--- config.mk ---
export PLATFORM = sky130hd
export DESIGN_NAME = ltc_queue
export DESIGN_NICKNAME = d
export VERILOG_FILES = /design/src/design/ltc_pkg.sv /design/src/design/ltc_queue.sv
export SDC_FILE = /design/constraint.sdc
export NUM_CORES = 1
export LEC_CHECK = 0
export BUFFER_PORTS_ARGS = -buffer_cell sky130_fd_sc_hd__buf_2
export CAP_MARGIN = 40
export CORE_MARGIN = 3
export CORE_UTILIZATION = 25
export DETAILED_ROUTE_END_ITERATION = 8
export GPL_TIMING_DRIVEN = 0
export PLACE_DENSITY = 0.48
export SLEW_MARGIN = 20
export SYNTH_ARGS = -nofsm -noshare
export SYNTH_HDL_FRONTEND = slang
export SYNTH_SLANG_ARGS = --single-unit
--- constraint.sdc ---
create_clock -name clk -period 2.8 [get_ports clk]
set_clock_uncertainty 0.05 [all_clocks]
set_input_delay 0.56 -clock clk [delete_from_list [all_inputs] [get_ports clk]]
set_output_delay 0.56 -clock clk [all_outputs]
set_load 0.03 [all_outputs]
--- src/design/ltc_pkg.sv ---
// Shared types, keyword and operator tables for the lexeme token classifier.
package ltc_pkg;

    localparam int NumKeywords  = 62;
    localparam int NumOperators = 34;
    localparam int MaxKeywordLen = 16;
    localparam int KwCharMax = 16;
    localparam logic [4:0] PosMax = 5'd31;

    typedef logic [7:0] char_t;
    typedef logic [NumKeywords-1:0] kw_mask_t;

    typedef enum logic [2:0] {
        CLS_KEYWORD    = 3'd0,
        CLS_IDENTIFIER = 3'd1,
        CLS_OPERATOR   = 3'd2,
        CLS_FLOAT      = 3'd3,
        CLS_INTEGER    = 3'd4,
        CLS_OTHER      = 3'd5
    } token_class_t;

    // Word handed from the front part to the back part at lexeme end.
    typedef struct packed {
        logic       is_kw;
        logic       ident_ok;
        logic       op_len_ok;
        logic [1:0] op_len;
        logic [23:0] op_chars;
        logic       numeric_ok;
        logic [1:0] dots;
        logic       digits_ok;
    } lex_flags_t;

    typedef struct packed {
        logic [4:0]             len;
        logic [KwCharMax*8-1:0] text;
    } kw_entry_t;

    function automatic kw_entry_t kw_rom(input int idx);
        kw_entry_t e;
        string s;
        e = '0;
        case (idx)
            0: s = "Auto";        1: s = "double";      2: s = "int";
            3: s = "struct";      4: s = "Break";       5: s = "else";
            6: s = "long";        7: s = "switch";      8: s = "Case";
            9: s = "enum";        10: s = "register";   11: s = "typedef";
            12: s = "Char";       13: s = "extern";     14: s = "return";
            15: s = "union";      16: s = "Const";      17: s = "float";
            18: s = "short";      19: s = "unsigned";   20: s = "Continue";
            21: s = "for";        22: s = "signed";     23: s = "void";
            24: s = "Default";    25: s = "goto";       26: s = "sizeof";
            27: s = "volatile";   28: s = "Do";         29: s = "if";
            30: s = "static";     31: s = "while";      32: s = "Asm";
            33: s = {"dynamic", "_cast"}; 34: s = "namespace";
            35: s = {"reinterpret", "_cast"}; 36: s = "Bool";  37: s = "explicit";
            38: s = "new";        39: s = {"static", "_cast"}; 40: s = "Catch";
            41: s = "false";      42: s = "operator";   43: s = "template";
            44: s = "Class";      45: s = "friend";     46: s = "private";
            47: s = "this";       48: s = {"Const", "_cast"}; 49: s = "inline";
            50: s = "public";     51: s = "throw";      52: s = "Delete";
            53: s = "mutable";    54: s = "protected";  55: s = "true";
            56: s = "Try";        57: s = "typeid";     58: s = "typename";
            59: s = "using";      60: s = "virtual";    61: s = "wchar_t";
            default: s = "";
        endcase
        e.len = 5'(s.len());
        for (int i = 0; i < KwCharMax; i++) begin
            if (i < s.len()) begin
                e.text[i*8 +: 8] = s[i];
            end
        end
        return e;
    endfunction

    // Operator text, first character in the low byte, plus its length.
    function automatic logic [25:0] op_rom(input int idx);
        string s;
        logic [25:0] r;
        r = '0;
        case (idx)
            0: s = "+";   1: s = "-";   2: s = "*";   3: s = "/";   4: s = "=";
            5: s = "%";   6: s = "<";   7: s = ">";   8: s = "<=";  9: s = ">=";
            10: s = "=="; 11: s = "!="; 12: s = "++"; 13: s = "--"; 14: s = "&&";
            15: s = "||"; 16: s = "&";  17: s = "|";  18: s = "^";  19: s = "~";
            20: s = "<<"; 21: s = ">>"; 22: s = "+="; 23: s = "-="; 24: s = "*=";
            25: s = "/="; 26: s = "%="; 27: s = "<<="; 28: s = ">>="; 29: s = "&=";
            30: s = "^="; 31: s = "|="; 32: s = ";";  33: s = ",";
            default: s = "";
        endcase
        r[25:24] = 2'(s.len());
        for (int i = 0; i < 3; i++) begin
            if (i < s.len()) begin
                r[i*8 +: 8] = s[i];
            end
        end
        return r;
    endfunction

endpackage

--- src/design/ltc_queue.sv ---
// Two-entry queue of lexeme flag words between front and back parts.
module ltc_queue (
    input  logic                clk,
    input  logic                rst_n,
    input  logic                wr_en,
    input  ltc_pkg::lex_flags_t wr_data,
    output logic                full,
    input  logic                rd_en,
    output logic                empty,
    output ltc_pkg::lex_flags_t rd_data
);
    import ltc_pkg::*;

    lex_flags_t mem_reg [2];
    logic       wp_reg, rp_reg;
    logic [1:0] cnt_reg;

    assign full    = cnt_reg == 2'd2;
    assign empty   = cnt_reg == 2'd0;
    assign rd_data = mem_reg[rp_reg];

    always_ff @(posedge clk)
    begin
        if (wr_en) begin
            mem_reg[wp_reg] <= wr_data;
        end
    end

    always_ff @(posedge clk or negedge rst_n)
    begin
        if (!rst_n) begin
            wp_reg  <= 1'b0;
            rp_reg  <= 1'b0;
            cnt_reg <= '0;
        end else begin
            if (wr_en) begin
                wp_reg <= ~wp_reg;
            end
            if (rd_en) begin
                rp_reg <= ~rp_reg;
            end
            cnt_reg <= cnt_reg + 2'(wr_en) - 2'(rd_en);
        end
    end

    a_no_overflow: assert property (@(posedge clk) disable iff (!rst_n)
        full |-> !wr_en || rd_en) else $error("queue overflow");
    a_no_underflow: assert property (@(posedge clk) disable iff (!rst_n)
        empty |-> !rd_en) else $error("queue underflow");
    a_count_range: assert property (@(posedge clk) disable iff (!rst_n)
        cnt_reg != 2'd3) else $error("queue count out of range");

endmodule

==> results.md, run 1 <==
- Arr. time, crit path: 1.50 ns
- FF-to-FF path depth: 2
- Largest net degree at the start of global routing: 18
- R2r setup slk: 1.28 ns
- Final setup fails: 0
- Cells after synthesis: 118
- Mux cell area share after synthesis: 17.6%
- Die W: 111 µm
- Top cells by count, synth: 66 x edfxtp_1, 29 x mux2_4, 4 x dfrtp_1, 4 x mux2_2, 3 x buf_12
- DP Worst Slack: 0.929 ns
- VDD IR max: 0.536 mV
- CTS root buf: clkbuf_8
- RD Place Congestion: 0.646
- Post-Syn Area: 2730 µm²
- Crit-path max cell delay: 0.38 ns
- Synth Area in Compound Gates: 0%
- Synth Area in XOR/XNOR: 1.51%
- Critical path cell sequence: buf_6 -> buf_12 -> mux2_4 -> buf_2
- CP startpoint kind: register
- Setup ws final: 0.689 ns
- Hold endpoint: mem_reg[0][22]
- Main area contributors after synthesis: edfxtp_1 73%, mux2_4 16%, dfrtp_1 3.7%, buf_12 2.2%, mux2_2 1.6%
- Post-Syn Nets: 157
- Hold Crit Start: wr_data[22]
- Diode count: 0
- Hold Crit Depth: 1
- Initial antenna violation count: 0
- CP max-delay cell: dfrtp_1
- Vias: 1343
- Share of the yosys chip area belonging to registers: 76.3%
- First drt pass iteration count: 3
- Largest family of logic cells by synthesized area: multiplexers
- Synth Area in Adders: 0.917%
- Period utilisation layout: 75.4%
- Initial DRC count: 55
- Slew @ Worst Pin: 0.598 ns
- Starting Density: 26.1%
- Status: finished clean
- RSZ-0062 raised after global routing: no
- Seq cells post-synth: 70
- IO Count: 72
- Leak: 1.42 nW
- Worst min path class: in -> reg
- Average wire per standard cell: 13.8 µm
- Layout cell share with drive strength beyond 1: 61.1%
- Maxcap violations: 0
- Worst EP required: 2.19 ns
- Setup TNS: 0 ns
- Post-synthesis cell type count: 13
- IO Port Bufs: 71
- Clock transition at path regs: 0.08 ns
- Minimum clock period: 2.11 ns
- Worst-path fanout max: 10
- CTS tree: yes
- CTS Buffer Depth: 2
- Reg-to-Reg End: mem_reg[0][16]
- Setup Crit Path Kind: reg -> out
- Placed Area: 3320 µm²
- Fmax: 474 MHz
- Cells after DPL: 327
- CTS Sinks: 70
- YS warnings: 0
- # rows: 37
- DP HPWL: 3260 µm
- Number of synthesized flops with an enable pin: 66
- Final cell count without fillers: 344
- Vias in the first global route: 1446
- Tot Pwr: 3.81 mW
- Drt drc: 0
- Clk_lat worst skew: 0.33 ns
- Top_reg_cell synth: edfxtp_1
- Worst R2R Start: wp_reg
- Fin. max-slew vios: 0
- Worst setup EP type: output port
- Yosys top cell by area: edfxtp_1
- Fin area: 3530 µm²
- Most common cell in the netlist: edfxtp_1
- Chip Height: 111 µm
- Global Route Usage Sum: 8.31%
- Overflow after GRT: 0
- Postcts setup bufs: 0
- Share of synthesized registers carrying an async set or reset: 5.71%
- Drt total wl: 4760 µm
- Final Hold Viols: 0
- NumNets Final: 242
- Vias/cell: 3.90
- Die area: 12200 µm²
- Antenna-violating nets left: 0
- Area Overhead vs Synth: 29.2%
- H-tree depth: 3
- Simple-gate share of the synthesized area: 0.825%
- First-pass GRT wire length: 7660 µm
- Synth top area share: 72.6%
- Layout fillers: 1038
- Pwr/cell area: 1080 nW/µm²
- Slew HR: 60.0%
- Avg Cell Area, Syn: 23.1 µm²
- Core area: 10500 µm²
- CTS Buf Count: 9
- Max reg flops: 66
-- per-layer routing --
metal  share of wire (%)  up-vias  track usage (%)
met4                 1.4        0             2.46
li1                    -      628                -
met5                   0        -                0
met1                  46      663             10.0
met2                  47       46             13.0
met3                 5.8        6             4.22
-- power by group --
group / switching [mW] / leakage (nW) / internal, mW
clock: 0.383 / 0.0895 / 0.418
combinational: 0.882 / 0.662 / 0.674
sequential: 0.0615 / 0.666 / 1.39
-- how the worst max path moves through the flow --
stage	slack [ns]	to	from
after floorplan	0.27	mem_reg[0][0]	wr_en
after detailed placement	0.93	mem_reg[0][16]	wr_en
after CTS	0.65	rd_data[30]	rp_reg
after global placement	-1.08	mem_reg[0][16]	wr_en
after global routing	0.60	rd_data[23]	rp_reg
final	0.69	rd_data[29]	rp_reg
-- cells in the final DEF, fill, tap and decap left out --
cell type / instances
inv_6: 2
xor2_1: 2
and2_2: 1
nor2b_4: 1
xor3_1: 1
mux2_4: 29
buf_16: 2
clkbuf_8: 9
nor2b_1: 1
dfrtp_1: 4
bufinv_16: 1
buf_6: 1
clkbuf_1: 1
ha_1: 2
inv_1: 2
dlygate4sd3_1: 1
edfxtp_1: 66
clkinvlp_4: 3
buf_12: 3
buf_2: 71
mux2_2: 4
nor2_1: 1
-- per-stage QoR --
step / util (%) / hold WS, ns
after global placement: 31.1 / 0.324
final: 33.7 / 0.358
after detailed placement: 31.7 / 0.322
after CTS: 33.7 / 0.336
after global routing: 33.7 / 0.325
after floorplan: - / 0.214
-- cells by family after synthesis --
logic type               after synthesis
adder cells (fa/ha/maj)                2
buffers and inverters                  6
flip-flops                            70
AND/OR/NAND/NOR                        4
multiplexers                          33
XOR/XNOR                               3
-- repair_timing --
action / CTS / global route
endpoints found under the hold margin: 4 / 0
resized for setup: 0 / 0
hold buffers: 1 / 0
-- critical path, delay by kind of cell (launching register included) --
kind	cells	cell delay [ns]
buf+inv	3	0.50
flops	1	0.38
mux	1	0.29
-- layout make-up --
| type | count | area [µm²] | share of cell area [%] |
|---|---|---|---|
| buffer | 4 | 71.3 | 2.02 |
| clock buffer | 10 | 128 | 3.62 |
| clock inverter | 6 | 70.1 | 1.99 |
| inverter | 2 | 7.51 | 0.213 |
| multi-input combinational | 42 | 578 | 16.4 |
| sequential | 70 | 2080 | 59.0 |
| tap | 136 | 170 | 4.82 |
| timing repair buffer | 74 | 420 | 11.9 |
Note: power is estimated with default switching activity, not from simulation.
==> run 2: changes to the inputs <==
--- a/config.mk
+++ b/config.mk
@@ -5,13 +5,14 @@
 export SDC_FILE = /design/constraint.sdc
 export NUM_CORES = 1
 export LEC_CHECK = 0
+export ABC_AREA = 1
 export BUFFER_PORTS_ARGS = -buffer_cell sky130_fd_sc_hd__buf_2
 export CAP_MARGIN = 40
 export CORE_MARGIN = 3
 export CORE_UTILIZATION = 25
 export DETAILED_ROUTE_END_ITERATION = 8
 export GPL_TIMING_DRIVEN = 0
-export PLACE_DENSITY = 0.48
+export PLACE_DENSITY = 0.5
 export SLEW_MARGIN = 20
 export SYNTH_ARGS = -nofsm -noshare
 export SYNTH_HDL_FRONTEND = slang
==> constraint.sdc (replaced) <==
create_clock -name clk -period 1.72 [get_ports clk]
set_clock_uncertainty 0.05 [all_clocks]
set_input_delay 0.344 -clock clk [delete_from_list [all_inputs] [get_ports clk]]
set_output_delay 0.344 -clock clk [all_outputs]
set_load 0.03 [all_outputs]
==> results.md, run 2 <==
- Chip Height: 109 µm
- Maxcap violations: 0
- Internal power: 4.38 mW
- Synth Area in Compound Gates: 6.21%
- Failing checks: negative setup slack
- CTS Buffer Depth: 2
- Vias: 1722
- Share of the yosys chip area belonging to registers: 78.3%
- Worst R2R Start: wp_reg
- Avg Cell Area, Syn: 13.5 µm²
- CTS root buf: clkbuf_8
- Diode count: 0
- Reg-to-Reg End: mem_reg[0][21]
- Minimum clock period: 1.77 ns
- Placed Area: 3240 µm²
- Vias/cell: 4.00
- Post-Syn Area: 2660 µm²
- Clk_lat worst skew: 0.33 ns
- Top_reg_cell synth: edfxtp_1
- Seq cells post-synth: 70
- Worst EP required: 1.33 ns
- Combinational power share: 50.9%
- RSZ-0062 raised after global routing: yes
- Overflow after GRT: 0
- Post-Syn Nets: 236
- YS warnings: 0
- Core area: 10300 µm²
- Number of synthesized flops with an enable pin: 66
- Synth Area in XOR/XNOR: 0.659%
- Average wire per standard cell: 13.4 µm
- IO Count: 72
- Slew HR: 52.4%
- CP Launch Point: rp_reg
- Yosys top cell by area: edfxtp_1
- Die W: 109 µm
- Critical path capture point: rd_data[25]
- Slew @ Worst Pin: 0.712 ns
- Starting Density: 25.8%
- NumNets Final: 328
- Fin area: 3970 µm²
- CP startpoint kind: register
- Main area contributors after synthesis: edfxtp_1 75%, inv_1 5.6%, o21ai_0 5.6%, nand2_1 5.5%, dfrtp_1 3.8%
- Synth top area share: 74.5%
- CTS Sinks: 70
- Area Overhead vs Synth: 49.1%
- IO Port Bufs: 71
- Largest family of logic cells by synthesized area: buffers and inverters
- Global Route Usage Sum: 10.2%
- Worst-path fanout max: 8
- H-tree depth: 3
- Antenna-violating nets left: 0
- Layout cell share with drive strength beyond 1: 53.4%
- CTS Buf Count: 9
- Mux cell area share after synthesis: 0%
- Most common cell after layout, fill and taps aside: edfxtp_1
- Post-synthesis cell type count: 13
- Vias in the first global route: 1845
- Die area: 11900 µm²
- Switching Fraction: 40.1%
- Period utilisation layout: 103%
- Top cells by count, synth: 66 x edfxtp_1, 40 x inv_1, 39 x nand2_1
- Leak: 1.69 nW
- Flop pwr share: 33.2%
- Largest net degree at the start of global routing: 24
- Initial antenna violation count: 0
- DP HPWL: 3550 µm
- Cells after DPL: 406
- Drt total wl: 5740 µm
- CTS tree: yes
- Simple-gate share of the synthesized area: 6.11%
- Setup ws final: -0.0529 ns
- Status: complete, but fails checks
- First drt pass iteration count: 4
- RD Place Congestion: 0.608
- # rows: 37
- VDD IR max: 0.763 mV
- Cells after synthesis: 197
- Setup Crit Path Kind: reg -> out
- Worst min path class: in -> reg
- Synth Area in Adders: 0.941%
- Arr. time, crit path: 1.38 ns
- Initial DRC count: 54
- Most common cell in the netlist: edfxtp_1
- First-pass GRT wire length: 8860 µm
- Share of synthesized registers carrying an async set or reset: 5.71%
- Final cell count without fillers: 430
- Pwr/cell area: 1840 nW/µm²
- Final setup fails: 32
- Drt drc: 0
- Max reg flops: 66
- R2r setup slk: 0.13 ns
- Fmax: 564 MHz
- Final Hold Viols: 0
- Worst setup EP type: output port
- Most frequent cells in the layout: 66 x edfxtp_1, 39 x inv_1, 38 x buf_2
- FF-to-FF path depth: 2
- Clock power frac: 15.9%
- Net Switching: 2.93 mW
- Clock transition at path regs: 0.08 ns
- Fin. max-slew vios: 0
## run 2: worst min-delay path by stage
stage	start	cells past startpoint	slack (ns)	to
2_1_floorplan	rst_n	0	-0.002	cnt_reg[0]
3_3_place_gp	rst_n	1	0.11	rp_reg
3_5_place_dp	rst_n	1	0.11	rp_reg
4_1_cts	wr_data[8]	1	0.10	mem_reg[0][8]
5_1_grt	wr_data[17]	1	0.11	mem_reg[1][17]
6_report	wr_data[6]	1	0.13	mem_reg[0][6]
## run 2: through the flow
step	power [mW]	setup slack [ns]	hold slack (ns)	setup TNS [ns]	utilization [%]
final	7.30	-0.0529	0.133	-0.919	38.4
after detailed placement	4.90	-0.0100	0.113	-0.133	31.4
after CTS	7.13	-0.0988	0.105	-2.68	36.8
after global placement	4.81	-0.411	0.109	-17.95	30.9
after floorplan	4.03	0.0582	-0.00159	0	-
after global routing	7.77	-0.143	0.110	-3.79	38.4
## run 2: kinds of logic (layout without fill, tap and decap cells)
logic type / after synthesis / in the layout
flops: 70 / 70
fa+ha+maj: 2 / 2
xor+xnor: 2 / 2
simple gates: 43 / 43
compound gates: 33 / 33
buf+inv: 47 / 144
## run 2: worst max-delay path, cell delays in order, from the launching register on
cell     delay, ns
dfrtp_2       0.45
buf_12        0.17
buf_8         0.14
nand2_2       0.05
o21ai_1       0.06
buf_4         0.17
## run 2: metal layers
| layer | vias up | global-route usage (%) | part of all wire (%) |
|---|---|---|---|
| met5 | - | 0 | 0 |
| met4 | 0 | 5.86 | 1.4 |
| met3 | 8 | 2.90 | 5.6 |
| met2 | 47 | 16.8 | 53 |
| met1 | 826 | 11.9 | 40 |
| li1 | 841 | - | - |
## run 2: power groups by stage
stage / sequential [mW] / clock [mW] / combinational [mW]
CTS: 2.40 / 1.24 / 3.48
global route: 2.46 / 1.30 / 4.01
floorplan: 2.39 / 0 / 1.64
global placement: 2.42 / 0 / 2.39
detailed placement: 2.42 / 0 / 2.48
finish: 2.42 / 1.16 / 3.72
## run 2: repair_timing
action | CTS | global route
hold endpoints to repair | 4 | 0
setup endpoints to repair | 33 | 33
hold buffers | 1 | 0
gates resized for setup | 122 | 46
gates cloned | 4 | 0
setup buffers | 3 | 0
pin swaps | 5 | 0
## run 2: layout make-up
| class | count | area (µm²) |
|---|---|---|
| fillers | 1005 | 6360 |
| plain buffers | 7 | 87.6 |
| clock inverters | 7 | 50.0 |
| flip-flops and latches | 70 | 2080 |
| multi-input cells | 80 | 598 |
| clock buffers | 9 | 124 |
| inverters | 40 | 150 |
| well taps | 136 | 170 |
| repair buffers | 81 | 702 |
